`src/sv/sbf_pkg.sv`:
```
// Shared types, constants and helpers of the SBUS frame decoder.
`default_nettype none
package sbf_pkg;

  localparam int FRAME_LEN     = 25;
  localparam int NUM_CH        = 16;
  localparam int CH_W          = 11;
  localparam int PAYLOAD_BYTES = 22;
  localparam int FED_CHANNELS  = 8;
  localparam int CNT_W         = $clog2(FRAME_LEN + 1);
  localparam int CH_IDX_W      = $clog2(NUM_CH);
  localparam int FLAGS_POS     = 23;
  localparam int END_POS       = 24;

  localparam logic [7:0]  START_BYTE = 8'h0F;
  localparam logic [7:0]  END_BYTE_0 = 8'h00;
  localparam logic [7:0]  END_BYTE_1 = 8'h04;
  localparam logic [7:0]  END_BYTE_2 = 8'h14;
  localparam logic [7:0]  END_BYTE_3 = 8'h24;
  localparam logic [7:0]  END_BYTE_4 = 8'h34;

  localparam logic [15:0] GAP_LIMIT_RESET = 16'd2500;
  localparam logic [7:0]  FAILSAFE_RESET  = 8'h08;

  localparam logic REG_GAP_LIMIT = 1'b0;
  localparam logic REG_FAILSAFE  = 1'b1;

  typedef struct packed {
    logic [7:0]                 flags;
    logic [8*PAYLOAD_BYTES-1:0] payload;
  } frame_t;

  function automatic logic end_ok(input logic [7:0] b);
    end_ok = (b == END_BYTE_0) || (b == END_BYTE_1) || (b == END_BYTE_2) ||
             (b == END_BYTE_3) || (b == END_BYTE_4);
  endfunction

endpackage
`default_nettype wire

```
`src/sv/sbus_frame_decoder.sv`:
```
// Top level of the SBUS frame decoder: register port, front end, queue, back end.
`default_nettype none
// One received byte is taken per cycle while in_stall is low. A byte is
// registered on transfer, then written into the frame buffer; when it completes
// a valid 25-byte frame, it moves through a two-entry queue to the back end,
// which delivers the sixteen channel results one per cycle unless out_stall
// holds them; a frame passes a queue entry and the back end's frame register
// before its first result is registered. Input stalls only while both queue
// entries hold frames, which takes a stalled result side. Registers:
// gap_limit_us at address 0, failsafe_mask at address 4.
module sbus_frame_decoder import sbf_pkg::*; (
  input  wire logic        clk,
  input  wire logic        rst_n,
  input  wire logic        in_valid,
  output logic             in_stall,
  input  wire logic [7:0]  in_rx_byte,
  input  wire logic [31:0] in_arrival_us,
  output logic             out_valid,
  input  wire logic        out_stall,
  output logic [3:0]       out_channel_index,
  output logic [10:0]      out_channel_value,
  output logic [7:0]       out_frame_flags,
  output logic             out_feed_watchdog,
  output logic             out_last_channel,
  input  wire logic        psel,
  input  wire logic        penable,
  input  wire logic        pwrite,
  input  wire logic [2:0]  paddr,
  input  wire logic [31:0] pwdata,
  output logic [31:0]      prdata,
  output logic             pready
);

  logic [15:0] gap_limit_r;
  logic [7:0]  failsafe_r;
  logic        wr_en;
  logic        push;
  frame_t      push_frame;
  logic        q_not_empty;
  logic        q_full;
  frame_t      q_head;
  logic        q_pop;

  assign pready = 1'b1;
  assign wr_en  = psel && penable && pwrite && pready;

  always_comb begin
    case (paddr[2])
      REG_GAP_LIMIT: prdata = {16'b0, gap_limit_r};
      REG_FAILSAFE:  prdata = {24'b0, failsafe_r};
      default:       prdata = '0;
    endcase
  end

  always_ff @(posedge clk) begin
    if (!rst_n) begin
      gap_limit_r <= GAP_LIMIT_RESET;
      failsafe_r  <= FAILSAFE_RESET;
    end else if (wr_en) begin
      case (paddr[2])
        REG_GAP_LIMIT: gap_limit_r <= pwdata[15:0];
        REG_FAILSAFE:  failsafe_r  <= pwdata[7:0];
        default:       gap_limit_r <= gap_limit_r;
      endcase
    end
  end

  sbf_front u_front (
    .clk          (clk),
    .rst_n        (rst_n),
    .in_valid     (in_valid),
    .in_stall     (in_stall),
    .in_rx_byte   (in_rx_byte),
    .in_arrival_us(in_arrival_us),
    .gap_limit_us (gap_limit_r),
    .hold         (q_full),
    .push_valid   (push),
    .push_frame   (push_frame)
  );

  sbf_queue u_queue (
    .clk       (clk),
    .rst_n     (rst_n),
    .push      (push),
    .push_frame(push_frame),
    .pop       (q_pop),
    .not_empty (q_not_empty),
    .full      (q_full),
    .head      (q_head)
  );

  sbf_back u_back (
    .clk              (clk),
    .rst_n            (rst_n),
    .q_not_empty      (q_not_empty),
    .q_head           (q_head),
    .q_pop            (q_pop),
    .failsafe_mask    (failsafe_r),
    .out_valid        (out_valid),
    .out_stall        (out_stall),
    .out_channel_index(out_channel_index),
    .out_channel_value(out_channel_value),
    .out_frame_flags  (out_frame_flags),
    .out_feed_watchdog(out_feed_watchdog),
    .out_last_channel (out_last_channel)
  );

endmodule
`default_nettype wire

```
`src/sv/sbf_front.sv`:
```
// Front end: byte intake, gap timing, frame assembly and frame check.
`default_nettype none
module sbf_front import sbf_pkg::*; (
  input  wire logic        clk,
  input  wire logic        rst_n,
  input  wire logic        in_valid,
  output logic             in_stall,
  input  wire logic [7:0]  in_rx_byte,
  input  wire logic [31:0] in_arrival_us,
  input  wire logic [15:0] gap_limit_us,
  input  wire logic        hold,
  output logic             push_valid,
  output frame_t           push_frame
);

  logic             accept;
  logic [31:0]      gap;
  logic             restart;
  logic [31:0]      prev_r;
  logic             a_valid_r;
  logic [7:0]       a_byte_r;
  logic             a_restart_r;
  logic [CNT_W-1:0] count_r, count_nxt;
  logic [CNT_W-1:0] cnt_eff;
  logic [7:0]       fbuf_r   [FRAME_LEN];
  logic [7:0]       fbuf_nxt [FRAME_LEN];
  logic             complete;
  logic             good;

  assign in_stall = hold;
  assign accept   = in_valid && !hold;
  assign gap      = in_arrival_us - prev_r;
  assign restart  = gap > {16'b0, gap_limit_us};

  always_comb begin
    cnt_eff = (a_restart_r || (count_r >= CNT_W'(FRAME_LEN))) ? '0 : count_r;
    complete = a_valid_r && (cnt_eff == CNT_W'(FRAME_LEN - 1));
    good = complete && (fbuf_r[0] == START_BYTE) && end_ok(a_byte_r);
    count_nxt = count_r;
    for (int i = 0; i < FRAME_LEN; i++) begin
      fbuf_nxt[i] = fbuf_r[i];
    end
    if (a_valid_r) begin
      for (int i = 0; i < FRAME_LEN; i++) begin
        if (CNT_W'(i) == cnt_eff) fbuf_nxt[i] = a_byte_r;
      end
      count_nxt = cnt_eff + CNT_W'(1);
      if (complete) begin
        if (good) begin
          count_nxt = '0;
        end else begin
          // drop the oldest byte to hunt for the start byte
          for (int i = 0; i < FRAME_LEN - 2; i++) begin
            fbuf_nxt[i] = fbuf_r[i + 1];
          end
          fbuf_nxt[FRAME_LEN - 2] = a_byte_r;
          count_nxt = CNT_W'(FRAME_LEN - 1);
        end
      end
    end
    push_valid = good;
    push_frame.flags = fbuf_r[FLAGS_POS];
    for (int k = 0; k < PAYLOAD_BYTES; k++) begin
      push_frame.payload[8*k +: 8] = fbuf_r[k + 1];
    end
  end

  always_ff @(posedge clk) begin
    if (!rst_n) begin
      prev_r    <= '0;
      a_valid_r <= 1'b0;
      count_r   <= '0;
    end else begin
      a_valid_r <= accept;
      count_r   <= count_nxt;
      if (accept) prev_r <= in_arrival_us;
    end
    if (accept) begin
      a_byte_r    <= in_rx_byte;
      a_restart_r <= restart;
    end
    for (int i = 0; i < FRAME_LEN; i++) begin
      fbuf_r[i] <= fbuf_nxt[i];
    end
  end

endmodule
`default_nettype wire

```
`src/sv/sbf_queue.sv`:
```
// Two-entry frame queue between the front and back ends.
`default_nettype none
module sbf_queue import sbf_pkg::*; (
  input  wire logic   clk,
  input  wire logic   rst_n,
  input  wire logic   push,
  input  wire frame_t push_frame,
  input  wire logic   pop,
  output logic        not_empty,
  output logic        full,
  output frame_t      head
);

  frame_t     mem_r [2];
  logic       wr_ptr_r;
  logic       rd_ptr_r;
  logic [1:0] cnt_r;

  assign not_empty = cnt_r != 2'd0;
  assign full      = cnt_r == 2'd2;
  assign head      = mem_r[rd_ptr_r];

  always_ff @(posedge clk) begin
    if (!rst_n) begin
      wr_ptr_r <= 1'b0;
      rd_ptr_r <= 1'b0;
      cnt_r    <= 2'd0;
    end else begin
      if (push) wr_ptr_r <= !wr_ptr_r;
      if (pop)  rd_ptr_r <= !rd_ptr_r;
      case ({push, pop})
        2'b10:   cnt_r <= cnt_r + 2'd1;
        2'b01:   cnt_r <= cnt_r - 2'd1;
        default: cnt_r <= cnt_r;
      endcase
    end
    if (push) mem_r[wr_ptr_r] <= push_frame;
  end

endmodule
`default_nettype wire

```
`src/sv/sbf_back.sv`:
```
// Back end: unpacks one frame into sixteen channel results.
`default_nettype none
module sbf_back import sbf_pkg::*; (
  input  wire logic                clk,
  input  wire logic                rst_n,
  input  wire logic                q_not_empty,
  input  wire frame_t              q_head,
  output logic                     q_pop,
  input  wire logic [7:0]          failsafe_mask,
  output logic                     out_valid,
  input  wire logic                out_stall,
  output logic [CH_IDX_W-1:0]      out_channel_index,
  output logic [CH_W-1:0]          out_channel_value,
  output logic [7:0]               out_frame_flags,
  output logic                     out_feed_watchdog,
  output logic                     out_last_channel
);

  frame_t              frame_r;
  logic                busy_r;
  logic [CH_IDX_W-1:0] ch_r;
  logic                fire;
  logic [CH_W-1:0]     value;
  logic                feed;
  logic                last;

  assign q_pop = q_not_empty && !busy_r;
  assign fire  = busy_r && (!out_valid || !out_stall);
  assign last  = ch_r == CH_IDX_W'(NUM_CH - 1);
  assign feed  = ((frame_r.flags & failsafe_mask) == 8'h00) &&
                 ({1'b0, ch_r} < (CH_IDX_W + 1)'(FED_CHANNELS));

  always_comb begin
    value = '0;
    for (int i = 0; i < NUM_CH; i++) begin
      if (ch_r == CH_IDX_W'(i)) value = frame_r.payload[CH_W*i +: CH_W];
    end
  end

  always_ff @(posedge clk) begin
    if (!rst_n) begin
      busy_r    <= 1'b0;
      ch_r      <= '0;
      out_valid <= 1'b0;
    end else begin
      if (q_pop) begin
        busy_r <= 1'b1;
        ch_r   <= '0;
      end else if (fire) begin
        ch_r <= ch_r + CH_IDX_W'(1);
        if (last) busy_r <= 1'b0;
      end
      if (fire) out_valid <= 1'b1;
      else if (!out_stall) out_valid <= 1'b0;
    end
    if (q_pop) frame_r <= q_head;
    if (fire) begin
      out_channel_index <= ch_r;
      out_channel_value <= value;
      out_frame_flags   <= frame_r.flags;
      out_feed_watchdog <= feed;
      out_last_channel  <= last;
    end
  end

endmodule
`default_nettype wire

```
`config.mk`:
```
export PLATFORM = sky130hd
export DESIGN_NAME = sbus_frame_decoder
export DESIGN_NICKNAME = d
export VERILOG_FILES = /design/src/sv/sbf_pkg.sv /design/src/sv/sbus_frame_decoder.sv /design/src/sv/sbf_front.sv /design/src/sv/sbf_queue.sv /design/src/sv/sbf_back.sv
export SDC_FILE = /design/constraint.sdc
export NUM_CORES = 1
export LEC_CHECK = 0
export BUFFER_PORTS_ARGS = -buffer_cell sky130_fd_sc_hd__clkbuf_2
export CAP_MARGIN = 20
export CORE_ASPECT_RATIO = 1.25
export CORE_UTILIZATION = 60
export DETAILED_ROUTE_END_ITERATION = 6
export PLACE_DENSITY = 0.89
export SETUP_SLACK_MARGIN = 0.02
export SYNTH_ARGS = -nofsm -noshare
export SYNTH_HDL_FRONTEND = slang
export SYNTH_SLANG_ARGS = --single-unit
```
`constraint.sdc`:
```
create_clock -name clk -period 37.6 [get_ports clk]
set_clock_uncertainty 0.1 [all_clocks]
set_input_delay 7.52 -clock clk [delete_from_list [all_inputs] [get_ports clk]]
set_output_delay 7.52 -clock clk [all_outputs]
set_load 0.01 [all_outputs]
```
==> impl_metrics.toml, run 1 <==
[outcome]
status = "finished clean"

[placed_design]
pre_cts_slack_ns = 21.58
dp.cells = 3369
gp_congestion = 0.936
place_area_um2 = 37600
numPortBuffers = 106
dp_hpwl_um = 51400

[global_route]
grt_usage_pct = 27.5
grt_max_degree = 111
grt-ovfl-total = 0
grt_antenna_before_repair = 0
grt_first_pass_wirelength_um = 130000
grt_pass1_vias = 22600

[setup_path]
cp-end-kind = "output pin"
crit_required_ns = 29.98
critPathMaxFanout = 26
cp-start-kind = "input pin"
crit_type = "input pin to output pin"
critPathArrivalTime_ns = 8.41

[logic_synthesis]
synth_top_family_by_area = "multiplexers"
yosysTopAreaCell = "edfxtp_1"
synthMuxAreaShare_pct = 11.2
yosys_warnings = 0
synth_edf_count = 778
ys_seq_area_share_pct = 68.2
synth_fa_ha_area_share_pct = 2.02
synthSimpleGateAreaFrac_pct = 6.64
yosys.cell_types.count = 74
ys_seq_elements = 850
yosysTopAreaCellShare_pct = 64.2
syn_inst = 2618
synthTopCellsByArea = "edfxtp_1, mux2_2, mux2i_1"
synth_area_um2 = 36400
synth_area_per_cell_um2 = 13.9
synth_xor_area_share_pct = 0.554
synthArstFlopShare_pct = 0
synthFlopType = "edfxtp_1"
synth_compound_area_share_pct = 8.68

[timing]
final_max_slew_viol_count = 0
slew-limit-headroom_pct = 21.0
worst_slack_ns = 21.57
timing.final.hold_violations = 0
grt_setup_unrepaired = "false"
period_share_pct = 42.6
setup_viol = 0
tightest_slew_ns = 1.18
hold-worst-slack_ns = 0.357
min_period_ns = 16.03
max_freq_mhz = 62.4
fin_tns_setup_ns = 0

[cells_and_area]
fin_nets = 2826
fin_cells = 3514
area_growth_pct = 10.1
n_antenna_cell = 0
drive_gt1_share_pct = 16.9
final_cell_area_um2 = 40000

[clock_network]
cts.sink_count = 850
clkTransAtPathRegs_ns = 0.06
clock-root-buffer = "clkbuf_16"
h-tree-depth = 3
hold_buffers = 0
ctsResizeCount = 0
cts_buffer_depth = 3
cts_tree = "done"
clock_latency_ns = 0.64
cts_buffers = 76
post_cts_buffers = 0

[floorplan]
die_w_um = 222
die_area_um2 = 61600
pin_count = 142
fp.dieH_um = 277
start_util_pct = 60.9
fp-row-count = 100
coreArea_um2 = 59700

[power]
powerDensity_nw_per_um2 = 51.2
ir_drop_mv = 0.0344
leakage_nw = 14.6

[drt]
antenna_left = 0
routed_wirelength_um = 85300
vias_per_cell = 6.45
num_vias = 22700
drc = 0
detail_route.wl_per_cell_um = 24.3
first_iter_violations = 2707
drt_pass1_iterations = 6

[flow_run]
max_cap_violations = 0

[min_path]
min_path_type = "flop to flop"
per-layer routing:
layer,vias up,global-route usage (%),share of wire (%)
met2,1251,48.3,52
met1,11200,33.2,36
met4,0,13.6,4.4
met3,240,3.96,7.5
li1,9915,-,-
met5,-,0,0
synth_stat cells (7+ instances only):
cell	n
nand2_1	195
a21oi_1	210
mux2i_1	190
xnor2_1	13
a211oi_1	18
o22ai_1	34
mux2_2	193
o211ai_1	9
nand4_1	7
inv_1	73
a21o_1	12
o21a_1	9
a22oi_1	35
a22o_1	12
o21ai_0	49
a2111oi_0	16
xor2_1	10
dfxtp_1	72
and2_1	7
nor2_1	241
ha_1	57
a21boi_0	58
edfxtp_1	778
nor2b_1	12
buf_1	13
clkbuf_1	138
nand3_1	37
nand2b_1	11
buf_4	17
flip-flops by register name (all words and copies together) (netlist names):
| register | cells |
|---|---|
| gap_limit_r | 16 |
| u_back.out_feed_watchdog | 1 |
| failsafe_r | 8 |
| u_front.a_byte_r | 8 |
| u_back.ch_r | 4 |
| u_front.a_restart_r | 1 |
| u_back.frame_r | 184 |
| u_back.out_frame_flags | 8 |
| u_back.out_valid | 1 |
| u_back.out_channel_value | 11 |
| u_queue.mem_r | 368 |
| u_front.prev_r | 32 |
| u_front.a_valid_r | 1 |
| u_back.busy_r | 1 |
| u_back.out_last_channel | 1 |
| u_queue.rd_ptr_r | 1 |
| u_back.out_channel_index | 4 |
| u_queue.wr_ptr_r | 1 |
| u_front.count_r | 5 |
| u_front.fbuf_r | 192 |
| u_queue.cnt_r | 2 |
report_power, final:
part	internal (mW)	switching (mW)
Combinational	0.0712	0.115
Clock	0.413	0.346
Sequential	1.08	0.0269
Total	1.56	0.488
logic make-up (layout without fill, tap and decap cells):
| logic type | Yosys count | after routing |
|---|---|---|
| adder cells (fa/ha/maj) | 58 | 58 |
| AND/OR/NAND/NOR | 556 | 556 |
| flip-flops | 850 | 850 |
| buffers and inverters | 244 | 360 |
| multiplexers | 383 | 383 |
| other | 2 | 17 |
| AO/OA/AOI/OAI | 502 | 502 |
| XOR/XNOR | 23 | 23 |
path summary, 6_finish.rpt:
| check | start | to | slack [ns] | cells past startpoint |
|---|---|---|---|---|
| worst min register to register | u_back.frame_r[179]$_DFFE_PP_ | u_back.out_frame_flags[3]$_DFFE_PP_ | 0.36 | 0 |
| worst max-delay path | paddr[2] | prdata[0] | 21.57 | 3 |
| worst min-delay path | u_back.frame_r[179]$_DFFE_PP_ | u_back.out_frame_flags[3]$_DFFE_PP_ | 0.36 | 0 |
| worst max register to register | u_front.prev_r[6]$_SDFFE_PN0P_ | u_front.a_restart_r$_DFFE_PP_ | 31.28 | 19 |
placed cells by master, fill, tap and decap left out, types with 14 or more instances in the layout:
master     Yosys  layout
clkbuf_16      0      76
ha_1          57      57
a211oi_1      18      18
nand3_1       37      37
edfxtp_1     778     778
o22ai_1       34      34
clkbuf_1     138      22
buf_4         17      35
o21ai_0       49      49
mux2_2       193     193
nand2_1      195     195
mux2i_1      190     190
inv_1         73      72
a21oi_1      210     210
a21boi_0      58      58
a22oi_1       35      35
clkbuf_2       0     107
dfxtp_1       72      70
a2111oi_0     16      16
conb_1         2      17
clkinv_1       0      14
nor2_1       241     239
stage by stage:
stage               total power [mW]  utilization, %
floorplan                       1.24               -
global placement                1.29            62.9
detailed placement              1.30            62.9
CTS                             2.05            66.9
global route                    2.10            67.1
finish                          2.05            67.1
worst max-delay path, stage by stage:
cell and delay, ns:
clkbuf_2 0.37, mux2_2 0.39, clkbuf_2 0.13
cell type report:
class / count / area [um2]
flip-flops and latches: 850 / 24800
fillers: 3701 / 19600
inverters: 73 / 279
well taps: 765 / 957
clock buffers: 99 / 1990
clock inverters: 42 / 402
multi-input cells: 1539 / 10700
repair buffers: 146 / 907
Note: power is estimated with default switching activity, not from simulation.
==> run 2, diff against run 1 <==
clock period = 15.5 ns   (was 37.6 ns; I/O delays follow)
==> run 2 against run 1 <==
Largest power group unchanged. First-iteration DRC count decreased by 12%. Sequential power increased by 140%. Critical path type is now input pin to flop. Highest routed layer unchanged. Via count decreased by 0.46%. Wire length increased by 0.77%. Global-route usage increased by 0.40 points. The run now ends with design-rule violations left. Flip-flop and latch count unchanged. Die area unchanged. Sequential share of layout area about the same. Worst hold slack improved by 0.0078 ns.
==> impl_metrics.toml, run 2 (synthesis results as in run 1) <==
[cells_and_area]
final_cell_area_um2 = 40100
fill_cells = 3689
regMostFlops = "u_queue.mem_r"
largest_reg_flops = 368
fin_nets = 2822
final_cell_mix = "edfxtp_1, nor2_1, a21oi_1"
area_growth_pct = 10.1
drive_gt1_share_pct = 16.9
final_core_util_pct = 67.1
final_common_cell = "edfxtp_1"
reg_top3 = "u_queue.mem_r: 368 flops, u_front.fbuf_r: 192 flops, u_back.frame_r: 184 flops"

[clock_network]
ctsResizeCount = 0
cts_tree = "done"
h-tree-depth = 3
cts.sink_count = 850
post_cts_buffers = 0
clkTransAtPathRegs_ns = 0.06
clock_latency_ns = 0.62
cts_buffer_depth = 3
cts_buffers = 76
hold_buffers = 0
clock-root-buffer = "clkbuf_16"

[timing]
max_freq_mhz = 123
timing.final.hold_violations = 0
hold-worst-slack_ns = 0.365
fin_tns_setup_ns = 0
period_share_pct = 52.3
setup_viol = 0
min_period_ns = 8.11
final_max_slew_viol_count = 0
tightest_slew_ns = 1.15
grt_setup_unrepaired = "false"
slew-limit-headroom_pct = 23.4

[floorplan]
fp-row-count = 100
pin_count = 142
fp.dieH_um = 277
die_area_um2 = 61600
coreArea_um2 = 59700
die_w_um = 222
start_util_pct = 60.9

[drt]
routed_wirelength_um = 86000
detail_route.wl_per_cell_um = 24.5
vias_per_cell = 6.43
drc = 2
first_iter_violations = 2369
antenna_left = 0
num_vias = 22500
drt_pass1_iterations = 7

[power]
leakage_nw = 14.6
ir_drop_mv = 0.0783
powerDensity_nw_per_um2 = 126
power_mw = 5.03

[setup_path]
cp-start-kind = "input pin"
crit_type = "input pin to flop"
cp_cell_sequence = "clkbuf_2 -> inv_1 -> ha_1 -> fa_1 -> nor2b_4 -> o31a_1 -> o41a_1 -> o311ai_1 -> nand2_1 -> xor2_1 -> ha_1 -> nand4_1 -> nor3_1 -> a21boi_0 -> a2111oi_0 -> o2111ai_1 -> a2111oi_0 -> o211ai_1 -> or4_1 -> or4_1"
critPathMaxFanout = 3
cpPeakStageDelay_ns = 0.55
r2r_start = "u_front.prev_r[6]$_SDFFE_PN0P_"
crit_required_ns = 15.74
crit_start = "in_arrival_us[0]"
slowest_stage = "a2111oi_0"
cp-end-kind = "flop"
critPathArrivalTime_ns = 8.34

[placed_design]
numPortBuffers = 106
gp_congestion = 0.890
place_area_um2 = 37600
dp_hpwl_um = 52300

[global_route]
grt_usage_pct = 27.9
grt_antenna_before_repair = 0
grt_pass1_vias = 22800
grt_first_pass_wirelength_um = 132000
grt-ovfl-total = 0
grt_max_degree = 223

[outcome]
status = "finished with violations"
violations = "design-rule violations"

[min_path]
min_from = "u_front.prev_r[16]$_SDFFE_PN0P_"
min_path_type = "flop to flop"

[flow_run]
max_cap_violations = 0
==> run 2: metrics by stage <==
step                      setup slack (ns)  instances
after detailed placement              6.82       3368
final                                 7.39       3508
after global routing                  6.84       3507
after floorplan                       1.25       2633
after CTS                             7.42       3506
after global placement                6.75       3364
==> run 2: area by class of cell <==
class	count	area, um2	area share, %
Antenna cell	1	2.50	0.00625
Clock buffer	94	2030	5.07
Clock inverter	44	452	1.13
Inverter	73	279	0.696
Multi-Input combinational cell	1539	10700	26.7
Sequential cell	850	24800	61.9
Tap cell	765	957	2.39
Timing Repair Buffer	142	837	2.09
==> run 2: critical path, delay by kind of cell <==
kind	cells	cell delay, ns
buf+inv	2	0.17
fa+ha+maj	3	0.74
compound gates	8	2.72
xor+xnor	1	0.17
simple gates	6	1.45
==> run 2: worst paths after layout <==
| kind | endpoint | slack [ns] | cells past startpoint |
|---|---|---|---|
| worst min-delay path | u_front.prev_r[16]$_SDFFE_PN0P_ | 0.36 | 2 |
| worst max-delay path | u_front.a_restart_r$_DFFE_PP_ | 7.39 | 20 |
| worst min register to register | u_front.prev_r[16]$_SDFFE_PN0P_ | 0.36 | 2 |
| worst max register to register | u_front.a_restart_r$_DFFE_PP_ | 9.67 | 19 |
==> run 2: where the power goes <==
group,switching (mW),internal (mW)
registers,0.0645,2.61
logic,0.277,0.171
clock network,0.833,1.07
==> run 2: metal layers <==
| layer | track usage (%) | up-vias | part of all wire, % |
|---|---|---|---|
| met1 | 33.8 | 11100 | 36 |
| met3 | 3.86 | 290 | 7.4 |
| met2 | 48.2 | 1298 | 51 |
| met5 | 0 | - | 0 |
| li1 | - | 9880 | - |
| met4 | 15.5 | 0 | 5.5 |
